[src/sv/assert_macros.svh]
// ----------------------------------------------------------------------------
// Assertion macros
// Shared concurrent assertion forms, clocked and reset-qualified.
// ----------------------------------------------------------------------------
`ifndef ASSERT_MACROS_SVH
`define ASSERT_MACROS_SVH

// same-cycle implication
`define ASSERT_SAME(label, clk, rst_n, ante, cons, msg) \
  label: assert property (@(posedge clk) disable iff (!rst_n) (ante) |-> (cons)) \
    else $error(msg);

// next-cycle implication
`define ASSERT_NEXT(label, clk, rst_n, ante, cons, msg) \
  label: assert property (@(posedge clk) disable iff (!rst_n) (ante) |=> (cons)) \
    else $error(msg);

`endif

[src/sv/lsss_pkg.sv]
// ----------------------------------------------------------------------------
// lsss_pkg
// Types, constants and helpers shared by the stride search modules.
// ----------------------------------------------------------------------------
package lsss_pkg;

  localparam int unsigned STRIDE_W   = 21;
  localparam int unsigned STRIDE_MAX = 2097151;

  typedef enum logic [5:0] {
    OP_NOP,
    OP_LOAD,
    OP_AREA,
    OP_D0_START,
    OP_D0_DONE,
    OP_COP_START,
    OP_GCD_DIV,
    OP_GCD_STEP,
    OP_D_STEP,
    OP_SET_ERR,
    OP_BAS_DIV,
    OP_BAS_INC,
    OP_BAS_SET,
    OP_K_STEP,
    OP_MUL_UU,
    OP_MUL_VV,
    OP_MUL_UV,
    OP_CAP_L1,
    OP_CAP_L2,
    OP_SWAP,
    OP_CAP_NUM,
    OP_Q_DIV,
    OP_CAP_Q,
    OP_MUL_QX,
    OP_SUB_X,
    OP_MUL_QY,
    OP_SUB_Y_SWAP,
    OP_CAP_DOT,
    OP_MUL_ANG,
    OP_MUL_RATIO,
    OP_WIN,
    OP_NEXT,
    OP_FIN
  } op_e;

  typedef struct packed {
    logic mul_done;
    logic div_done;
    logic trials_zero;
    logic d_over;
    logic b_zero;
    logic a_one;
    logic w_zero;
    logic rem_zero;
    logic inc;
    logic k_limit;
    logic wrap;
    logic l2_lt_l1;
    logic l2_gt_l1;
    logic l2_zero;
    logic neg;
    logic have;
  } stat_t;

  function automatic logic [63:0] mag64(input logic signed [63:0] x);
    logic [63:0] m;
    m = x[63] ? 64'(-x) : 64'(x);
    return m;
  endfunction

endpackage

[src/sv/lsss_ctrl.sv]
// ----------------------------------------------------------------------------
// lsss_ctrl
// Sequencer for the stride search: issues one datapath operation per cycle
// and waits on the shared multiplier and divider.
// ----------------------------------------------------------------------------
module lsss_ctrl (
  input  logic            clk_i,
  input  logic            rst_ni,
  input  logic            in_valid_i,
  input  logic            out_ready_i,
  input  lsss_pkg::stat_t stat_i,
  output logic            in_ready_o,
  output logic            out_valid_o,
  output lsss_pkg::op_e   op_o
);
  import lsss_pkg::*;

  typedef enum logic [34:0] {
    ST_IDLE  = 35'd1 << 0,
    ST_AREA  = 35'd1 << 1,
    ST_D0    = 35'd1 << 2,
    ST_D0W   = 35'd1 << 3,
    ST_TRIAL = 35'd1 << 4,
    ST_COP   = 35'd1 << 5,
    ST_GCD   = 35'd1 << 6,
    ST_GCDW  = 35'd1 << 7,
    ST_BAS   = 35'd1 << 8,
    ST_BASW  = 35'd1 << 9,
    ST_KSTEP = 35'd1 << 10,
    ST_G0    = 35'd1 << 11,
    ST_G0W   = 35'd1 << 12,
    ST_G1    = 35'd1 << 13,
    ST_G1W   = 35'd1 << 14,
    ST_GS    = 35'd1 << 15,
    ST_GL    = 35'd1 << 16,
    ST_GNW   = 35'd1 << 17,
    ST_GQ    = 35'd1 << 18,
    ST_GDW   = 35'd1 << 19,
    ST_GX    = 35'd1 << 20,
    ST_GXW   = 35'd1 << 21,
    ST_GY    = 35'd1 << 22,
    ST_GYW   = 35'd1 << 23,
    ST_GV    = 35'd1 << 24,
    ST_GVW   = 35'd1 << 25,
    ST_F0    = 35'd1 << 26,
    ST_F0W   = 35'd1 << 27,
    ST_F1    = 35'd1 << 28,
    ST_F1W   = 35'd1 << 29,
    ST_F2    = 35'd1 << 30,
    ST_F2W   = 35'd1 << 31,
    ST_NX    = 35'd1 << 32,
    ST_FIN   = 35'd1 << 33,
    ST_DONE  = 35'd1 << 34
  } state_e;

  state_e state_q, state_d;

  always_comb begin
    state_d = state_q;
    op_o    = OP_NOP;
    case (state_q)
      ST_IDLE: begin
        if (in_valid_i) begin
          op_o    = OP_LOAD;
          state_d = ST_AREA;
        end
      end
      ST_AREA: begin
        op_o    = OP_AREA;
        state_d = ST_D0;
      end
      ST_D0: begin
        op_o    = OP_D0_START;
        state_d = ST_D0W;
      end
      ST_D0W: begin
        if (stat_i.div_done) begin
          op_o    = OP_D0_DONE;
          state_d = ST_TRIAL;
        end
      end
      ST_TRIAL: state_d = stat_i.trials_zero ? ST_FIN : ST_COP;
      ST_COP: begin
        if (stat_i.d_over) begin
          op_o    = OP_SET_ERR;
          state_d = ST_FIN;
        end else begin
          op_o    = OP_COP_START;
          state_d = ST_GCD;
        end
      end
      ST_GCD: begin
        if (stat_i.b_zero) begin
          if (stat_i.a_one) begin
            state_d = ST_BAS;
          end else begin
            op_o    = OP_D_STEP;
            state_d = ST_COP;
          end
        end else begin
          op_o    = OP_GCD_DIV;
          state_d = ST_GCDW;
        end
      end
      ST_GCDW: begin
        if (stat_i.div_done) begin
          op_o    = OP_GCD_STEP;
          state_d = ST_GCD;
        end
      end
      ST_BAS: begin
        if (stat_i.w_zero) begin
          op_o    = OP_SET_ERR;
          state_d = ST_FIN;
        end else begin
          op_o    = OP_BAS_DIV;
          state_d = ST_BASW;
        end
      end
      ST_BASW: begin
        if (stat_i.div_done) begin
          if (stat_i.rem_zero && !stat_i.inc) begin
            op_o    = OP_BAS_INC;
            state_d = ST_BAS;
          end else begin
            op_o    = OP_BAS_SET;
            state_d = ST_KSTEP;
          end
        end
      end
      ST_KSTEP: begin
        if (stat_i.k_limit) begin
          op_o    = OP_SET_ERR;
          state_d = ST_FIN;
        end else begin
          op_o = OP_K_STEP;
          if (stat_i.wrap) begin
            state_d = ST_G0;
          end
        end
      end
      ST_G0: begin
        op_o    = OP_MUL_UU;
        state_d = ST_G0W;
      end
      ST_G0W: begin
        if (stat_i.mul_done) begin
          op_o    = OP_CAP_L1;
          state_d = ST_G1;
        end
      end
      ST_G1: begin
        op_o    = OP_MUL_VV;
        state_d = ST_G1W;
      end
      ST_G1W: begin
        if (stat_i.mul_done) begin
          op_o    = OP_CAP_L2;
          state_d = ST_GS;
        end
      end
      ST_GS: begin
        if (stat_i.l2_gt_l1) begin
          op_o = OP_SWAP;
        end
        state_d = ST_GL;
      end
      ST_GL: begin
        if (!stat_i.l2_lt_l1 || stat_i.l2_zero) begin
          state_d = ST_F0;
        end else begin
          op_o    = OP_MUL_UV;
          state_d = ST_GNW;
        end
      end
      ST_GNW: begin
        if (stat_i.mul_done) begin
          op_o    = OP_CAP_NUM;
          state_d = ST_GQ;
        end
      end
      ST_GQ: begin
        op_o    = OP_Q_DIV;
        state_d = ST_GDW;
      end
      ST_GDW: begin
        if (stat_i.div_done) begin
          op_o    = OP_CAP_Q;
          state_d = ST_GX;
        end
      end
      ST_GX: begin
        op_o    = OP_MUL_QX;
        state_d = ST_GXW;
      end
      ST_GXW: begin
        if (stat_i.mul_done) begin
          op_o    = OP_SUB_X;
          state_d = ST_GY;
        end
      end
      ST_GY: begin
        op_o    = OP_MUL_QY;
        state_d = ST_GYW;
      end
      ST_GYW: begin
        if (stat_i.mul_done) begin
          op_o    = OP_SUB_Y_SWAP;
          state_d = ST_GV;
        end
      end
      ST_GV: begin
        op_o    = OP_MUL_VV;
        state_d = ST_GVW;
      end
      ST_GVW: begin
        if (stat_i.mul_done) begin
          op_o    = OP_CAP_L2;
          state_d = ST_GL;
        end
      end
      ST_F0: begin
        op_o    = OP_MUL_UV;
        state_d = ST_F0W;
      end
      ST_F0W: begin
        if (stat_i.mul_done) begin
          op_o    = OP_CAP_DOT;
          state_d = ST_F1;
        end
      end
      ST_F1: begin
        op_o    = OP_MUL_ANG;
        state_d = ST_F1W;
      end
      ST_F1W: begin
        if (stat_i.mul_done) begin
          if (!stat_i.neg) begin
            state_d = ST_NX;
          end else if (!stat_i.have) begin
            op_o    = OP_WIN;
            state_d = ST_NX;
          end else begin
            state_d = ST_F2;
          end
        end
      end
      ST_F2: begin
        op_o    = OP_MUL_RATIO;
        state_d = ST_F2W;
      end
      ST_F2W: begin
        if (stat_i.mul_done) begin
          if (stat_i.neg) begin
            op_o = OP_WIN;
          end
          state_d = ST_NX;
        end
      end
      ST_NX: begin
        op_o    = OP_NEXT;
        state_d = ST_TRIAL;
      end
      ST_FIN: begin
        op_o    = OP_FIN;
        state_d = ST_DONE;
      end
      ST_DONE: begin
        if (out_ready_i) begin
          state_d = ST_IDLE;
        end
      end
      default: state_d = ST_IDLE;
    endcase
  end

  always_ff @(posedge clk_i or negedge rst_ni) begin
    if (!rst_ni) begin
      state_q <= ST_IDLE;
    end else begin
      state_q <= state_d;
    end
  end

  assign in_ready_o  = (state_q == ST_IDLE);
  assign out_valid_o = (state_q == ST_DONE);

endmodule

[config.mk]
export PLATFORM = sky130hd
export DESIGN_NAME = lsss_ctrl
export DESIGN_NICKNAME = d
export VERILOG_FILES = /design/src/sv/assert_macros.svh /design/src/sv/lsss_pkg.sv /design/src/sv/lsss_ctrl.sv
export SDC_FILE = /design/constraint.sdc
export NUM_CORES = 1
export LEC_CHECK = 0
export BUFFER_PORTS_ARGS = -buffer_cell sky130_fd_sc_hd__buf_2
export CAP_MARGIN = 20
export CORE_MARGIN = 2
export CORE_UTILIZATION = 25
export CTS_CLUSTER_DIAMETER = 40
export DETAILED_ROUTE_END_ITERATION = 8
export PLACE_DENSITY_LB_ADDON = 0.2
export SETUP_SLACK_MARGIN = 0.15
export SLEW_MARGIN = 5
export SYNTH_ARGS = -nofsm -noshare
export SYNTH_HDL_FRONTEND = slang
export SYNTH_SLANG_ARGS = --single-unit
[constraint.sdc]
create_clock -name clk_i -period 3 [get_ports clk_i]
set_input_delay 0.3 -clock clk_i [delete_from_list [all_inputs] [get_ports clk_i]]
set_output_delay 0.3 -clock clk_i [all_outputs]
set_load 0.02 [all_outputs]
======== Word-level counts from Yosys, hierarchy flattened ========
Cells that the tools add are included.
operators by class
  equality and inequality tests ........... 51
  mux-type cells .......................... 52
  reduce and logical (&&, ||, !) cells .... 7
operators with widths
  kind                  count
  $pmux 35 s35          1
  $mux 35               18
  $pmux 6 s31           1
  $mux 34               3
  $mux 5                14
  $mux 33               2
  $eq 35x1->1 const B   1
  $eq 35x10->1 const B  1
  $eq 35x11->1 const B  1
  $eq 35x12->1 const B  1
  $eq 35x13->1 const B  1
  $eq 35x14->1 const B  1
  $eq 35x15->1 const B  1
  $eq 35x16->1 const B  1
  $eq 35x17->1 const B  1
  $eq 35x18->1 const B  1
  $eq 35x19->1 const B  1
  $eq 35x2->1 const B   1
  $eq 35x20->1 const B  1
  $eq 35x21->1 const B  1
  $eq 35x22->1 const B  1
  $eq 35x23->1 const B  1
  $eq 35x24->1 const B  1
  $eq 35x25->1 const B  1
  32 further kinds      53
storage, ports and cells
  bits in registers ....................... 35
  bits of input ports ..................... 20
  output and inout port bits .............. 8
  logic and storage cells ................. 111

======== Logic depth before layout (Yosys ltp) ========
  word-level depth ........................ 5
  depth in mapped cells ................... 9
  mapped depth without buffers ............ 7

======== Least setup slack after synthesis ========
No wires, ideal clock.
  path type ............................... register -> register
  start ................................... register state_q[9]
  end ..................................... register state_q[30]
  library setup time ...................... 0.101 ns
  arrival ................................. 2.602 ns
  required time ........................... 2.899 ns
  setup slack ............................. 0.297 ns
  stages on the path, launching flop included .. 8
  path buffers ............................ 0
  clock period less this slack ............ 2.703 ns
  cells stage by stage .................... dfrtp_1 nor4_2 nand4_2 nor4_1 a31oi_1 nand4_1 o211ai_4 nor4_1
between the ends
  longest elaborated chain between the ends .. 3
  elaborated cells on any way between the ends .. 53
  classes of those cells .................. 51 x eq/ne; 1 x mux; 1 x reduce/logical
ends and longest elaborated chain
  element                                                    RTL line          text
  from (decl)                                                lsss_ctrl.sv:56   state_e state_q, state_d;
  from (signal assigned)                                     lsss_ctrl.sv:281  state_q <= state_d;
  $eq 35x11->1 (tied with other cells)                       lsss_ctrl.sv:61   case (state_q)
  $ne 3x3->1 (no line) / $ne 2x2->1 (equally long branches)  n/a
  $reduce_and 16->1 (no line)                                n/a
Parallel ways exist; a longest one is shown, timed or not.
A chain may end at the register's enable or synchronous reset.

======== Worst setup path in the final report ========
  start ................................... register state_q[10]
  end ..................................... output port op_o[1]
between the ends
  longest elaborated chain between the ends .. 3
  elaborated cells on any way between the ends .. 36
  classes of those cells .................. 33 x eq/ne; 1 x mux; 2 x reduce/logical
ends and longest elaborated chain
  element                               RTL line         text
  $eq 35x26->1 (tied with other cells)  lsss_ctrl.sv:61
  $reduce_or 2->1 (no line)             n/a
  $pmux 6 s31 (*)                       lsss_ctrl.sv:61
  to (decl)                             lsss_ctrl.sv:14  output lsss_pkg::op_e op_o
Every way passes the cells marked *; elsewhere a longest branch is shown, timed or not.

==> metrics.md <==
| Metric | Value |
|---|---|
| Cell variety after synth | 51 |
| Async SR Flop Fraction | 1.00 |
| Setup CP Type | flip-flop to output port |
| Grt ovf | 0 |
| CTS tree | yes |
| Slowest cell on crit path | dfrtp_2 |
| CTS Buf Count | 5 |
| Post-synthesis sequential area ratio | 0.349 |
| Post-Route Setup TNS | 0 ps |
| Initial Util | 0.257 |
| Initial antenna violation count | 0 |
| Top reg by flops | state_q |
| Drc violations | 0 |
| Max reg flops | 35 |
| Crit path DAT | 2580 ps |
| Routability congestion estimate | 0.928 |
| Die H | 104 um |
| Die area | 10900 um2 |
| Clock root cell | clkbuf_8 |
| Detailed placer's ending HPWL | 6.39 mm |
| Number of diodes | 0 |
| Die width | 104 um |
| Synth top cells by count | dfrtp_1, nor2_1, nor3_1 |
| Area of the multi-input gates | 1810 um2 |
| Critical-path cell list | nor4_4 -> buf_4 -> nand4_1 -> nor2_2 -> and4b_1 -> a311oi_2 -> and2_1 -> nand4_1 -> buf_4 |
| Post-Syn Nets | 298 |
| Largest regs | state_q: 35 flops |
| CTS H-tree lvls | 2 |
| Synth warn | 0 |
| RSZ-0062 raised after global routing | yes |
| Clock latency on the worst-skew pair | 290 ps |
| Min-delay worst type | input port to async pin |
| Mapped Area | 2510 um2 |
| Slew @ Worst Pin | 845 ps |
| Min cycle time layout | 2880 ps |
| Post-DRT Antenna Nets | 0 |
| Leak pwr | 1.72 nW |
| Core area | 9770 um2 |
| Syn Area/Cell | 9.04 um2 |
| Relative slew slack | 0.437 |
| Initial DRC Count | 144 |
| Vias | 2663 |
| Top-area cell type share of the netlist area | 0.338 |
| Skew final | 10.2 ps |
| Maximum clock rate | 0.347 GHz |
| Layout cell share with drive strength beyond 1 | 0.430 |
| Port Buffers | 27 |
| Wirelength per Cell | 18.2 um |
| # IOs | 28 |
| PwrDens | 604 nW/um2 |
| Pre-antenna DRT Iters | 4 |
| Cells after synthesis | 278 |
| Final #Nets | 382 |
| Clock-pin transition on the worst setup and hold timing paths | 80 ps |
| Status | completed |
| Critical Path Start | state_q[10] |
| Worst EP required | 2700 ps |
| Final setup viols | 0 |
| EDFF count, synth | 0 |
| # fillers | 984 |
| Layout area overhead | 44.4% |
| Routed wire length | 9.01 mm |
| Largest net degree at the start of global routing | 36 |
| Total Routing Usage GR | 0.155 |
| Clock sink count | 35 |
| IR drop worst, VDD | 0.000284 V |
| Seq. cell area | 898 um2 |
| Crit end category | output port |
| Dominant synthesized flop cell | dfrtp_1 |
| #FFs+latches synth | 35 |
| Count leader, synth | dfrtp_1 |
| R2r startpoint | state_q[10] |
| Row cnt | 36 |
| Hold WS | 109 ps |
| Vias/cell | 5.37 |
| CTS Buffer Depth | 2 |
| Post-synth top area cell | dfrtp_1 |
| Maximum fanout along the worst path | 5 |
| CP startpoint kind | flip-flop |
| CTS Hold Buffers Added | 0 |
| Delay of the slowest critical-path stage | 460 ps |
| Synth top area cells | dfrtp_1, nor4_4, nor2_1, nor3_1, a21o_1 |
| Final Max Slew Viols | 0 |
| Max-cap viol count | 0 |
| Fin crit share | 0.961 |
| Final Hold Viols | 0 |
| Vias in the first global route | 2441 |
| First-pass GRT wire length | 13.4 mm |
## per-layer routing
| layer | share of wire | vias up | global-route usage |
|---|---|---|---|
| li1 | - | 1247 | - |
| met1 | 0.44 | 1314 | 0.209 |
| met2 | 0.49 | 81 | 0.257 |
| met3 | 0.044 | 21 | 0.0182 |
| met4 | 0.034 | 0 | 0.0512 |
| met5 | 0 | - | 0 |
## through the flow
| step | setup slack [ps] | utilization | area, um2 | total power [mW] | cells |
|---|---|---|---|---|---|
| 6_report | 117 | 0.371 | 3630 | 2.19 | 496 |
| 5_1_grt | 21.4 | 0.371 | 3630 | 2.29 | 496 |
| 3_3_place_gp | 113 | 0.299 | 2920 | 1.32 | 450 |
| 2_1_floorplan | 297 | - | 2510 | 1.03 | 278 |
| 3_5_place_dp | 129 | 0.299 | 2920 | 1.32 | 450 |
| 4_1_cts | 165 | 0.328 | 3210 | 1.81 | 472 |
## final timing paths
kind	end	slack, ps	cells after the start
setup / recovery	op_o[1]	120	9
hold / removal	state_q[3]	110	1
setup reg to reg	state_q[30]	210	9
hold reg to reg	state_q[19]	570	1
max in group asynchronous	state_q[4]	2300	1
min in group clk_i	state_q[26]	190	2
## report_power, final
| part | internal [mW] | switching [mW] |
|---|---|---|
| sequential | 0.500 | 0.0381 |
| clock | 0.269 | 0.186 |
| combinational | 0.550 | 0.651 |
## worst max-delay path, delay by kind of cell (launching register included)
family	cells	cell delay, ps
AND/OR/NAND/NOR	6	1390
flip-flops	1	460
buffers and inverters	2	360
AO/OA/AOI/OAI	1	70
## cell type report
class / instances / area share
tap: 133 / 0.0459
multi-input combinational: 231 / 0.498
inverter: 10 / 0.0103
sequential: 35 / 0.248
timing repair buffer: 79 / 0.166
clock inverter: 2 / 0.00966
clock buffer: 6 / 0.0228
## cells by family (layout without fill, tap and decap cells)
logic type	count (synthesis)	after routing	share of synthesized area
AOI/OAI and AO/OA	49	50	0.143
xor gates and xnor gates	5	5	0.0174
buffers and inverters	13	97	0.0229
DFF	35	35	0.349
and+or+nand+nor	176	176	0.468
## what timing repair did
item / 4_1_cts / 5_1_grt
setup endpoints to repair: 6 / 6
endpoints found under the hold margin: 0 / 0
resized for setup: 16 / 52
buffers inserted: 14 / 22
pin swaps: 10 / 20
cloned: 0 / 2
## cells in the final DEF, fill, tap and decap left out, drive strengths merged, types with 5 or more instances in the layout
master	synthesis	layout
a21o	13	13
a21oi	6	6
buf	2	78
clkbuf	1	7
dfrtp	34	34
inv	10	10
nand2	11	11
nand2b	8	8
nand3	8	8
nand3b	10	10
nand4	18	18
nor2	33	33
nor2b	10	10
nor3	22	22
nor4	25	25
nor4b	5	5
o21ai	11	11
No activity file was read; power rests on OpenSTA's default activity.
